`config.mk`:
```
export PLATFORM = sky130hd
export DESIGN_NAME = breath_cycle_sequencer
export DESIGN_NICKNAME = d
export VERILOG_FILES = /design/src/rtl/bcs_pkg.sv /design/src/rtl/breath_cycle_sequencer.sv
export SDC_FILE = /design/constraint.sdc
export NUM_CORES = 1
export LEC_CHECK = 0
export BUFFER_PORTS_ARGS = -buffer_cell sky130_fd_sc_hd__buf_2
export CAP_MARGIN = 40
export CORE_MARGIN = 5
export CORE_UTILIZATION = 35
export CTS_CLUSTER_DIAMETER = 30
export DETAILED_ROUTE_END_ITERATION = 8
export SETUP_SLACK_MARGIN = 0.4
export SYNTH_ARGS = -nofsm -noshare
export SYNTH_HDL_FRONTEND = slang
export SYNTH_SLANG_ARGS = --single-unit
```
`constraint.sdc`:
```
create_clock -name clk -period 8.9 [get_ports clk]
set_input_delay 0 -clock clk [delete_from_list [all_inputs] [get_ports clk]]
set_output_delay 0 -clock clk [all_outputs]
set_load 0.005 [all_outputs]
```
`src/rtl/bcs_pkg.sv`:
```
// Types, codes and constant tables of the breath cycle sequencer.
`default_nettype none

package bcs_pkg;

  localparam int unsigned INSP_PERCENT     = 33;
  localparam int unsigned EXP_PERCENT      = 67;
  localparam int unsigned CURRENT_LIMIT_MA = 4500;

  typedef enum logic [1:0] {
    KIND_TICK  = 2'd0,
    KIND_START = 2'd1,
    KIND_STOP  = 2'd2,
    KIND_RESET = 2'd3
  } kind_t;

  typedef enum logic [2:0] {
    PH_IDLE   = 3'd0,
    PH_START  = 3'd1,
    PH_INSP   = 3'd2,
    PH_HOLD   = 3'd3,
    PH_EXP    = 3'd4,
    PH_TOIDLE = 3'd5
  } phase_t;

  // Configuration register indexes.
  localparam logic [2:0] CFG_PEAK_LIMIT   = 3'd0;
  localparam logic [2:0] CFG_VOLUME_INDEX = 3'd1;
  localparam logic [2:0] CFG_RATE_INDEX   = 3'd2;
  localparam logic [2:0] CFG_OPEN_POS     = 3'd3;
  localparam logic [2:0] CFG_IDLE_POS     = 3'd4;
  localparam logic [2:0] CFG_PLATEAU_MS   = 3'd5;
  localparam logic [2:0] CFG_FAST_OPEN_MS = 3'd6;
  localparam logic [2:0] CFG_IDLE_MOVE_MS = 3'd7;

  localparam logic [12:0] NO_PLATEAU = 13'h1FFF;
  localparam logic [2:0]  MAX_INDEX  = 3'd5;
  localparam logic [7:0]  MAX_POS    = 8'd180;

  localparam logic [7:0] STROKE_TABLE [6] = '{8'd55, 8'd62, 8'd69, 8'd76, 8'd83, 8'd90};
  localparam int unsigned BPM_TABLE [6] = '{8, 10, 12, 14, 16, 18};

  // Phase spans per rate entry; the largest span stays well below 16 bits.
  localparam logic [15:0] INSP_SPAN [6] = '{
    16'(INSP_PERCENT * 60000 / (100 * BPM_TABLE[0])),
    16'(INSP_PERCENT * 60000 / (100 * BPM_TABLE[1])),
    16'(INSP_PERCENT * 60000 / (100 * BPM_TABLE[2])),
    16'(INSP_PERCENT * 60000 / (100 * BPM_TABLE[3])),
    16'(INSP_PERCENT * 60000 / (100 * BPM_TABLE[4])),
    16'(INSP_PERCENT * 60000 / (100 * BPM_TABLE[5]))
  };
  localparam logic [15:0] EXP_SPAN [6] = '{
    16'(EXP_PERCENT * 60000 / (100 * BPM_TABLE[0])),
    16'(EXP_PERCENT * 60000 / (100 * BPM_TABLE[1])),
    16'(EXP_PERCENT * 60000 / (100 * BPM_TABLE[2])),
    16'(EXP_PERCENT * 60000 / (100 * BPM_TABLE[3])),
    16'(EXP_PERCENT * 60000 / (100 * BPM_TABLE[4])),
    16'(EXP_PERCENT * 60000 / (100 * BPM_TABLE[5]))
  };

  typedef struct packed {
    logic [1:0]  kind;
    logic [11:0] pressure_sample;
    logic [12:0] motor_current_ma;
    logic        motion_idle;
  } in_item_t;

  typedef struct packed {
    logic        command_valid;
    logic        command_force;
    logic [7:0]  target_position;
    logic [15:0] move_duration_ms;
    logic [2:0]  phase;
    logic [11:0] peak_pressure;
    logic [11:0] plateau_pressure;
  } out_item_t;

  function automatic logic [2:0] clamp_index(input logic [2:0] v);
    return (v > MAX_INDEX) ? MAX_INDEX : v;
  endfunction

  function automatic logic [7:0] clamp_pos(input logic [7:0] v);
    return (v > MAX_POS) ? MAX_POS : v;
  endfunction

endpackage

`default_nettype wire

```
`src/rtl/breath_cycle_sequencer.sv`:
```
// Breath cycle sequencer: pressure tracking, trip handling and phase stepping.
//
//   channel  | direction | handshake            | payload
//   ---------+-----------+----------------------+---------------------------
//   in_      | in        | in_valid / in_stall  | in_data  (bcs_pkg::in_item_t)
//   out_     | out       | out_valid / out_stall| out_data (bcs_pkg::out_item_t)
//   cfg_     | in        | cfg_we               | cfg_index, cfg_wdata
//
// One beat in, one beat out; a new beat is taken every cycle unless out_stall holds the result register.
// A beat passes through the input register, then the result register.
// All event processing sits in one combinational pass between those registers.
// out_stall holds the result register and, through it, stalls the input side.
// rst_n is synchronous; it loads the configuration defaults and clears state.
`default_nettype none

module breath_cycle_sequencer (
  input  wire logic               clk,
  input  wire logic               rst_n,
  input  wire logic               in_valid,
  output      logic               in_stall,
  input  wire bcs_pkg::in_item_t  in_data,
  output      logic               out_valid,
  input  wire logic               out_stall,
  output      bcs_pkg::out_item_t out_data,
  input  wire logic               cfg_we,
  input  wire logic [2:0]         cfg_index,
  input  wire logic [15:0]        cfg_wdata
);

  // Configuration registers.
  logic [11:0] peak_limit_r;
  logic [2:0]  volume_index_r;
  logic [2:0]  rate_index_r;
  logic [7:0]  open_pos_r;
  logic [7:0]  idle_pos_r;
  logic [15:0] plateau_ms_r;
  logic [15:0] fast_open_ms_r;
  logic [15:0] idle_move_ms_r;

  // Pipeline registers.
  logic               in_vld_r;
  bcs_pkg::in_item_t  in_r;
  logic               out_vld_r;
  bcs_pkg::out_item_t out_r;
  bcs_pkg::out_item_t out_nxt;

  // Sequencer state.
  logic [11:0]     filt_r, filt_nxt;
  logic [11:0]     rpeak_r, rpeak_nxt;
  logic [11:0]     lpeak_r, lpeak_nxt;
  logic [12:0]     rplat_r, rplat_nxt;
  logic [12:0]     lplat_r, lplat_nxt;
  bcs_pkg::phase_t phase_r, phase_nxt;
  logic            oper_r, oper_nxt;
  logic            fopen_r, fopen_nxt;
  logic [2:0]      arate_r, arate_nxt;
  logic [2:0]      avol_r, avol_nxt;

  logic        advance;
  logic [12:0] filt_sum;
  logic        trip;
  logic [15:0] hold_ms;
  logic [15:0] exp_ms;

  // Move the input beat into the result register when that slot frees up.
  assign advance   = in_vld_r && (!out_vld_r || !out_stall);
  assign in_stall  = in_vld_r && !advance;
  assign out_valid = out_vld_r;
  assign out_data  = out_r;

  assign filt_sum = 13'(filt_r) + 13'(in_r.pressure_sample);

  always_comb begin
    filt_nxt  = filt_r;
    rpeak_nxt = rpeak_r;
    lpeak_nxt = lpeak_r;
    rplat_nxt = rplat_r;
    lplat_nxt = lplat_r;
    phase_nxt = phase_r;
    oper_nxt  = oper_r;
    fopen_nxt = fopen_r;
    arate_nxt = arate_r;
    avol_nxt  = avol_r;
    trip      = 1'b0;
    hold_ms   = plateau_ms_r;
    exp_ms    = bcs_pkg::EXP_SPAN[arate_r];
    out_nxt   = '0;

    unique case (in_r.kind)
      bcs_pkg::KIND_START: begin
        // Park at idle, queued behind the current move.
        phase_nxt                = bcs_pkg::PH_TOIDLE;
        oper_nxt                 = 1'b1;
        out_nxt.command_valid    = 1'b1;
        out_nxt.target_position  = bcs_pkg::clamp_pos(idle_pos_r);
        out_nxt.move_duration_ms = idle_move_ms_r;
      end
      bcs_pkg::KIND_STOP: begin
        // Abort to idle and drop the peak history.
        phase_nxt                = bcs_pkg::PH_TOIDLE;
        oper_nxt                 = 1'b0;
        rpeak_nxt                = '0;
        lpeak_nxt                = '0;
        out_nxt.command_valid    = 1'b1;
        out_nxt.command_force    = 1'b1;
        out_nxt.target_position  = bcs_pkg::clamp_pos(idle_pos_r);
        out_nxt.move_duration_ms = idle_move_ms_r;
      end
      bcs_pkg::KIND_RESET: begin
        phase_nxt = bcs_pkg::PH_TOIDLE;
        oper_nxt  = 1'b0;
      end
      bcs_pkg::KIND_TICK: begin
        filt_nxt = filt_sum[12:1];
        if (filt_nxt > rpeak_r) begin
          rpeak_nxt = filt_nxt;
        end
        if (phase_r == bcs_pkg::PH_EXP && {1'b0, filt_nxt} < rplat_r) begin
          rplat_nxt = {1'b0, filt_nxt};
        end
        trip = (phase_r != bcs_pkg::PH_INSP) &&
               ((filt_nxt >= peak_limit_r) ||
                (in_r.motor_current_ma > 13'(bcs_pkg::CURRENT_LIMIT_MA)));
        if (trip) begin
          // Fast open: force the arm open and jump to expiration (to-idle when not operating).
          phase_nxt                = bcs_pkg::PH_EXP;
          fopen_nxt                = 1'b1;
          out_nxt.command_valid    = 1'b1;
          out_nxt.command_force    = 1'b1;
          out_nxt.target_position  = bcs_pkg::clamp_pos(open_pos_r);
          out_nxt.move_duration_ms = fast_open_ms_r;
        end
        if (!oper_r && phase_nxt != bcs_pkg::PH_IDLE) begin
          phase_nxt = bcs_pkg::PH_TOIDLE;
        end
        if (!trip && in_r.motion_idle) begin
          unique case (phase_nxt)
            bcs_pkg::PH_IDLE: begin
              if (oper_r) begin
                phase_nxt                = bcs_pkg::PH_START;
                out_nxt.command_valid    = 1'b1;
                out_nxt.target_position  = bcs_pkg::clamp_pos(open_pos_r);
                out_nxt.move_duration_ms = idle_move_ms_r;
              end
            end
            bcs_pkg::PH_START: begin
              phase_nxt                = bcs_pkg::PH_INSP;
              out_nxt.command_valid    = 1'b1;
              out_nxt.target_position  = bcs_pkg::clamp_pos(open_pos_r);
              out_nxt.move_duration_ms = idle_move_ms_r;
            end
            bcs_pkg::PH_INSP: begin
              // Close out the breath and latch the settings for the next one.
              lplat_nxt                = rplat_nxt;
              rplat_nxt                = bcs_pkg::NO_PLATEAU;
              lpeak_nxt                = rpeak_nxt;
              rpeak_nxt                = '0;
              arate_nxt                = bcs_pkg::clamp_index(rate_index_r);
              avol_nxt                 = bcs_pkg::clamp_index(volume_index_r);
              phase_nxt                = bcs_pkg::PH_HOLD;
              out_nxt.command_valid    = 1'b1;
              out_nxt.target_position  = bcs_pkg::STROKE_TABLE[avol_nxt];
              out_nxt.move_duration_ms = bcs_pkg::INSP_SPAN[arate_nxt];
            end
            bcs_pkg::PH_HOLD: begin
              phase_nxt                = bcs_pkg::PH_EXP;
              out_nxt.command_valid    = 1'b1;
              out_nxt.target_position  = bcs_pkg::STROKE_TABLE[avol_r];
              out_nxt.move_duration_ms = plateau_ms_r;
            end
            bcs_pkg::PH_EXP: begin
              // A pending fast open already used up part of expiration.
              phase_nxt = bcs_pkg::PH_INSP;
              if (fopen_r) begin
                hold_ms   = fast_open_ms_r;
                fopen_nxt = 1'b0;
              end
              out_nxt.command_valid    = 1'b1;
              out_nxt.target_position  = bcs_pkg::clamp_pos(open_pos_r);
              out_nxt.move_duration_ms = (exp_ms > hold_ms) ? (exp_ms - hold_ms) : '0;
            end
            bcs_pkg::PH_TOIDLE: begin
              phase_nxt                = bcs_pkg::PH_IDLE;
              out_nxt.command_valid    = 1'b1;
              out_nxt.target_position  = bcs_pkg::clamp_pos(idle_pos_r);
              out_nxt.move_duration_ms = idle_move_ms_r;
            end
            default: begin
            end
          endcase
        end
      end
      default: begin
      end
    endcase

    out_nxt.phase            = phase_nxt;
    out_nxt.peak_pressure    = (rpeak_nxt > lpeak_nxt) ? rpeak_nxt : lpeak_nxt;
    out_nxt.plateau_pressure = (lplat_nxt == bcs_pkg::NO_PLATEAU) ? 12'd0 : lplat_nxt[11:0];
  end

  // Configuration writes.
  always_ff @(posedge clk) begin
    if (!rst_n) begin
      peak_limit_r   <= 12'd640;
      volume_index_r <= 3'd0;
      rate_index_r   <= 3'd0;
      open_pos_r     <= 8'd0;
      idle_pos_r     <= 8'd0;
      plateau_ms_r   <= 16'd250;
      fast_open_ms_r <= 16'd100;
      idle_move_ms_r <= 16'd1000;
    end else if (cfg_we) begin
      unique case (cfg_index)
        bcs_pkg::CFG_PEAK_LIMIT:   peak_limit_r   <= cfg_wdata[11:0];
        bcs_pkg::CFG_VOLUME_INDEX: volume_index_r <= cfg_wdata[2:0];
        bcs_pkg::CFG_RATE_INDEX:   rate_index_r   <= cfg_wdata[2:0];
        bcs_pkg::CFG_OPEN_POS:     open_pos_r     <= cfg_wdata[7:0];
        bcs_pkg::CFG_IDLE_POS:     idle_pos_r     <= cfg_wdata[7:0];
        bcs_pkg::CFG_PLATEAU_MS:   plateau_ms_r   <= cfg_wdata;
        bcs_pkg::CFG_FAST_OPEN_MS: fast_open_ms_r <= cfg_wdata;
        bcs_pkg::CFG_IDLE_MOVE_MS: idle_move_ms_r <= cfg_wdata;
      endcase
    end
  end

  // Input register: load whenever the slot is empty or drains this cycle.
  always_ff @(posedge clk) begin
    if (!rst_n) begin
      in_vld_r <= 1'b0;
    end else if (!in_stall) begin
      in_vld_r <= in_valid;
    end
  end

  always_ff @(posedge clk) begin
    if (in_valid && !in_stall) begin
      in_r <= in_data;
    end
  end

  // Result register: hold while the receiver stalls.
  always_ff @(posedge clk) begin
    if (!rst_n) begin
      out_vld_r <= 1'b0;
    end else if (advance) begin
      out_vld_r <= 1'b1;
    end else if (!out_stall) begin
      out_vld_r <= 1'b0;
    end
  end

  always_ff @(posedge clk) begin
    if (advance) begin
      out_r <= out_nxt;
    end
  end

  // Sequencer state: advance once per processed beat.
  always_ff @(posedge clk) begin
    if (!rst_n) begin
      filt_r  <= '0;
      rpeak_r <= '0;
      lpeak_r <= '0;
      rplat_r <= bcs_pkg::NO_PLATEAU;
      lplat_r <= bcs_pkg::NO_PLATEAU;
      phase_r <= bcs_pkg::PH_TOIDLE;
      oper_r  <= 1'b0;
      fopen_r <= 1'b0;
      arate_r <= '0;
      avol_r  <= '0;
    end else if (advance) begin
      filt_r  <= filt_nxt;
      rpeak_r <= rpeak_nxt;
      lpeak_r <= lpeak_nxt;
      rplat_r <= rplat_nxt;
      lplat_r <= lplat_nxt;
      phase_r <= phase_nxt;
      oper_r  <= oper_nxt;
      fopen_r <= fopen_nxt;
      arate_r <= arate_nxt;
      avol_r  <= avol_nxt;
    end
  end

endmodule

`default_nettype wire

```
# Yosys cells after proc, flatten, opt, wreduce, memory -nomap -nowiden
# Memory sizes are Yosys's and may differ from the RTL's.
# Index checks and enable logic that the tools add are counted.
# Widths: inputs -> output; s select.
[totals]
reg_bits = 238
rom_bits = 384
input_bits = 52
output_inout_bits = 55
memories = 4
[mem_list]
columns = ["memory", "depth", "word_bits", "rd", "rd_ports_with_merged_regs", "wr", "line_no", "source"]
rows = [
  ["(name not given)", 8, 16, 1, 0, 0, "breath_cycle_sequencer.sv:163", "out_nxt.move_duration_ms = bcs_pkg::INSP_SPAN[arate_nxt];"],
  ["(name not given)", 8, 16, 1, 0, 0, "breath_cycle_sequencer.sv:86", "exp_ms = bcs_pkg::EXP_SPAN[arate_r];"],
  ["(name not given)", 8, 8, 1, 0, 0, "breath_cycle_sequencer.sv:168", "out_nxt.target_position = bcs_pkg::STROKE_TABLE[avol_r];"],
  ["(name not given)", 8, 8, 1, 0, 0, "breath_cycle_sequencer.sv:162", "out_nxt.target_position = bcs_pkg::STROKE_TABLE[avol_nxt];"],
]
[op_classes]
n_addsub = 2
n_lt_le_gt_ge = 14
eq_ne = 19
n_mux = 56
n_bitwise = 4
reduce_logical = 36
[ops]
columns = ["op", "n"]
rows = [
  ["$mux 16", 9],
  ["$pmux 24 s6", 1],
  ["$mux 13", 6],
  ["$mux 12", 6],
  ["$mux 24", 2],
  ["$mux 8", 6],
  ["$pmux 12 s2", 2],
  ["$pmux 24 s2", 1],
  ["$mux 26", 1],
  ["$gt 12x12->1", 2],
  ["$mux 3", 8],
  ["$eq 3x3->1 const B", 7],
  ["$reduce_and 2->1", 10],
  ["$ge 4x4->1 const B", 4],
  ["$gt 16x16->1", 1],
  ["$gt 8x8->1 const B", 2],
  ["$not 3->4", 4],
  ["$sub 16x16->16", 1],
  ["$pmux 3 s5", 1],
  ["$add 12x12->13", 1],
  ["$eq 13x13->1 const B", 1],
  ["$gt 13x13->1 const B", 1],
  ["$lt 12x13->1", 1],
  ["$eq 3x2->1 const B", 4],
  ["21 further kinds", 49],
]

# Logic depth before layout (Yosys ltp)
[logic_depth]
depth_word = 19
depth_mapped = 27
ltp_nobuf = 25

# Worst setup path before layout
# Ideal clock, no wire load.
[synth_path]
kind = "register -> register"
startpoint = "register in_r[16] (netlist name)"
endpoint = "register out_r (netlist bit out_data[17]), data pin"
setup_ns = 0.256
t_arrival_ns = 5.600
t_required_ns = 8.644
path_slack_ns = 3.044
path_stages_with_launch = 27
synth_period_minus_slack_ns = 5.856
path_cell_list = "edfxtp_1 -> ha_1 -> nor2b_1 -> o31a_1 -> or4_1 -> a311o_1 -> o311ai_2 -> ha_1 -> nand4_1 -> or2_2 -> a21o_1 -> o211a_1 -> nor2_1 -> buf_2 -> mux2i_1 -> nor2_1 -> a21oi_1 -> ha_1 -> a21o_1 -> a21o_1 -> a21oi_1 -> nor2_1 -> o41a_1 -> inv_1 -> clkbuf_1 -> nand2_1 -> o22a_1"
[synth_lines]
columns = ["item", "line_no", "source"]
rows = [
  ["start: declaration", "breath_cycle_sequencer.sv:42", "bcs_pkg::in_item_t in_r;"],
  ["start signal: assignment", "breath_cycle_sequencer.sv:238", "in_r <= in_data;"],
  ["end signal: assignment", "breath_cycle_sequencer.sv:255", "out_r <= out_nxt;"],
  ["end: declaration", "breath_cycle_sequencer.sv:44", "bcs_pkg::out_item_t out_r;"],
]

==> impl_metrics.toml <==
[status]
status = "finished clean"

[grt]
antenna_found_initial = 1
grt_max_degree = 93
grt_pass1_wl_mm = 64.2
track_usage_pct = 19.2
grt.overflow.total = 0
grt_pass1_vias = 11500

[routing]
routed_wirelength_mm = 40.5
drtPass1Iterations = 6
ant_nets = 0
avgViaCountPerCell = 5.38
num_vias = 11900
drt_iter0_drc = 1227
drc_errors = 0
post_drt_wl_per_cell_um = 18.3

[clock_network]
clock_latency_ns = 0.60
cts_tree = "done"
ctsHtreeMaxLevel = 2
clkSinkCount = 238
cts_setup_buffers = 0
root_buffer = "clkbuf_16"
numCtsBuffers = 55
path_clk_slew_ns = 0.05
clock_path_buffers = 3

[yosys]
synth_warnings = 0
synth-edff-count = 81
async_flop_share_pct = 0
synthesis.nets = 1637
netlist_instances = 1503
avgSynthCellArea_um2 = 8.87
syn_area_mm2 = 0.0133
synth_seq_area_share_pct = 41.8
ys_ff_latch = 238
yosysUniqueCellTypes = 78
synthFlopType = "dfxtp_1"

[floorplanning]
fp.dieW_um = 205
die-area_mm2 = 0.0421
ios = 107
coreArea_mm2 = 0.0377
rows = 71
die_h_um = 205
initial_utilization_pct = 35.4

[sta]
grt_setup_unrepaired = "false"
hold_viol = 0
finalSetupViolCount = 0
fin_crit_ns = 6.48
period_share_pct = 72.9
max_slew_margin_pct = 42.4
worst_pin_slew_ns = 0.865
fmax_mhz = 154
tns_ns = 0
finClkSkew_ns = 0.0402
drv_slew = 0

[worst_setup_path]
crit_type = "flop to flop"
worstPathMaxFanout = 21
reg2reg_from = "in_r[19]"
cp.required_ns = 9.23
critPathLaunch = "in_r[19]"
r2r_cells = 22
worstPathArrival_ns = 6.82
end_kind = "flop"
crit_path_start_kind = "flop"
r2r_slack_ns = 2.42

[layout]
fin_area_mm2 = 0.0168
nNetsFinal = 1792
syn2layout_area_growth_pct = 26.2
n_fill_cell = 3680
final_common_cell = "nand2_1"
final_cell_mix = "281 x nand2_1, 157 x dfxtp_1, 106 x buf_2"
final_layout_size_suffix_gt1_share_pct = 14.9

[placement]
place_area_mm2 = 0.0144
portBuffers = 106
dp_hpwl_mm = 28.6
place.gp.congestion = 0.893

[power]
ir_worst_vdd_v = 0.000130
power.density_mw_per_mm2 = 216
p_leak_uw = 0.00687

[worst_hold_path]
hold_path.class = "primary input to flop"
hold_path_depth = 5
hold_path.startpoint = "cfg_index[2]"

[flow_run]
drv_cap = 0
-- layer usage --
| metal | part of all wire (%) | vias to the layer above | track usage, % |
|---|---|---|---|
| met5 | 0 | - | 0 |
| met4 | 2.7 | 0 | 6.12 |
| met3 | 7.5 | 75 | 3.67 |
| met2 | 44 | 445 | 29.9 |
| met1 | 46 | 5635 | 26.9 |
| li1 | - | 5767 | - |
-- Yosys cell counts, drive strengths merged (9+ instances only) --
| master | count | area, µm² |
|---|---|---|
| a21o | 21 | 158 |
| mux2i | 49 | 490 |
| dfxtp | 157 | 3140 |
| o211ai | 30 | 230 |
| and2 | 14 | 87.6 |
| o21ai | 55 | 279 |
| buf | 15 | 78.8 |
| nand3 | 37 | 185 |
| nand2 | 282 | 1070 |
| nor2 | 78 | 295 |
| a21oi | 79 | 395 |
| o22ai | 17 | 106 |
| nand2b | 17 | 106 |
| a22o | 13 | 114 |
| ha | 80 | 1000 |
| a31oi | 10 | 68.8 |
| inv | 63 | 236 |
| nand4 | 15 | 93.8 |
| edfxtp | 81 | 2430 |
| clkbuf | 70 | 263 |
| a211oi | 9 | 72.6 |
| a22oi | 31 | 233 |
| nor2b | 34 | 213 |
| xnor2 | 11 | 96.3 |
| a21boi | 76 | 571 |
| o21a | 15 | 113 |
| nor3 | 19 | 95.1 |
-- metrics by stage --
step / worst slack (ns) / cells / hold slack, ns / utilization [%] / total power (µW)
global placement: 2.62 / 2054 / 0.177 / 38.0 / 1580
detailed placement: 2.46 / 2062 / 0.178 / 38.2 / 1600
finish: 2.42 / 2217 / 0.0406 / 44.7 / 3640
floorplan: 3.04 / 1503 / 0.0989 / - / 1460
CTS: 2.43 / 2216 / 0.0127 / 44.7 / 3680
global route: 1.93 / 2217 / 0.0769 / 44.7 / 3780
-- report_power, final --
group          switching (µW)  leakage [µW]  internal [µW]
Clock                     647      0.000934           1390
Combinational             234       0.00390            156
Sequential               24.7       0.00204           1180
Total                     906       0.00687           2730
-- state kept, by name, summed over array words and instances (netlist names), 3 cells and up --
signal and flops:
rate_index_r 3, lpeak_r 12, out_data 53, avol_r 3
fast_open_ms_r 16, idle_move_ms_r 16, rplat_r 13, rpeak_r 12
lplat_r 13, peak_limit_r 12, idle_pos_r 8, phase_r 3
in_r 28, volume_index_r 3, arate_r 3, plateau_ms_r 16
filt_r 12, open_pos_r 8
-- worst paths after layout --
check                            to
hold / removal    fast_open_ms_r[7]
hold reg to reg     peak_limit_r[1]
setup / recovery       out_data[21]
setup reg to reg       out_data[21]
-- layout make-up --
type / instances / area [µm²] / share of cell area [%]
Antenna cell: 1 / 2.50 / 0.0149
Tap cell: 511 / 639 / 3.80
Inverter: 64 / 240 / 1.43
Sequential cell: 238 / 5580 / 33.1
Multi-Input combinational cell: 1116 / 7180 / 42.7
Timing Repair Buffer: 183 / 1260 / 7.52
Clock buffer: 70 / 1500 / 8.93
Clock inverter: 34 / 419 / 2.49
-- logic make-up (layout without fill, tap and decap cells) --
logic type / after synthesis / count (layout) / share of synthesized area [%]
AO/OA/AOI/OAI: 436 / 436 / 23.0
XOR/XNOR: 16 / 16 / 1.05
adder cells (fa/ha/maj): 82 / 82 / 7.81
buffers and inverters: 149 / 351 / 4.37
flip-flops: 238 / 238 / 41.8
multiplexers: 53 / 53 / 4.02
other: 0 / 1 / 0
AND/OR/NAND/NOR: 529 / 529 / 17.9
-- worst max-delay path, stage by stage, from the launching register on --
cell and delay (ns):
edfxtp_1 0.37, ha_1 0.37, a211oi_1 0.27, o22ai_1 0.13, o31ai_1 0.36, a21oi_1 0.13
xor2_1 0.68, ha_1 0.25, nand4_1 0.12, or2_2 0.33, a21o_1 0.16, o211a_1 0.16
o31a_1 0.49, a22o_1 0.33, ha_1 0.31, a21o_1 0.16, a21o_1 0.17, a21oi_1 0.15
nor2_1 0.05, o41a_1 0.38, inv_1 0.52, nand2_1 0.12, o22a_1 0.22
-- what timing repair did --
| action | 4_1_cts | 5_1_grt |
|---|---|---|
| resized for setup | 0 | 0 |
| setup endpoints to repair | 0 | 0 |
| hold endpoints to repair | 163 | 0 |
| hold buffers | 50 | 0 |
Note: power is estimated with default switching activity, not from simulation.
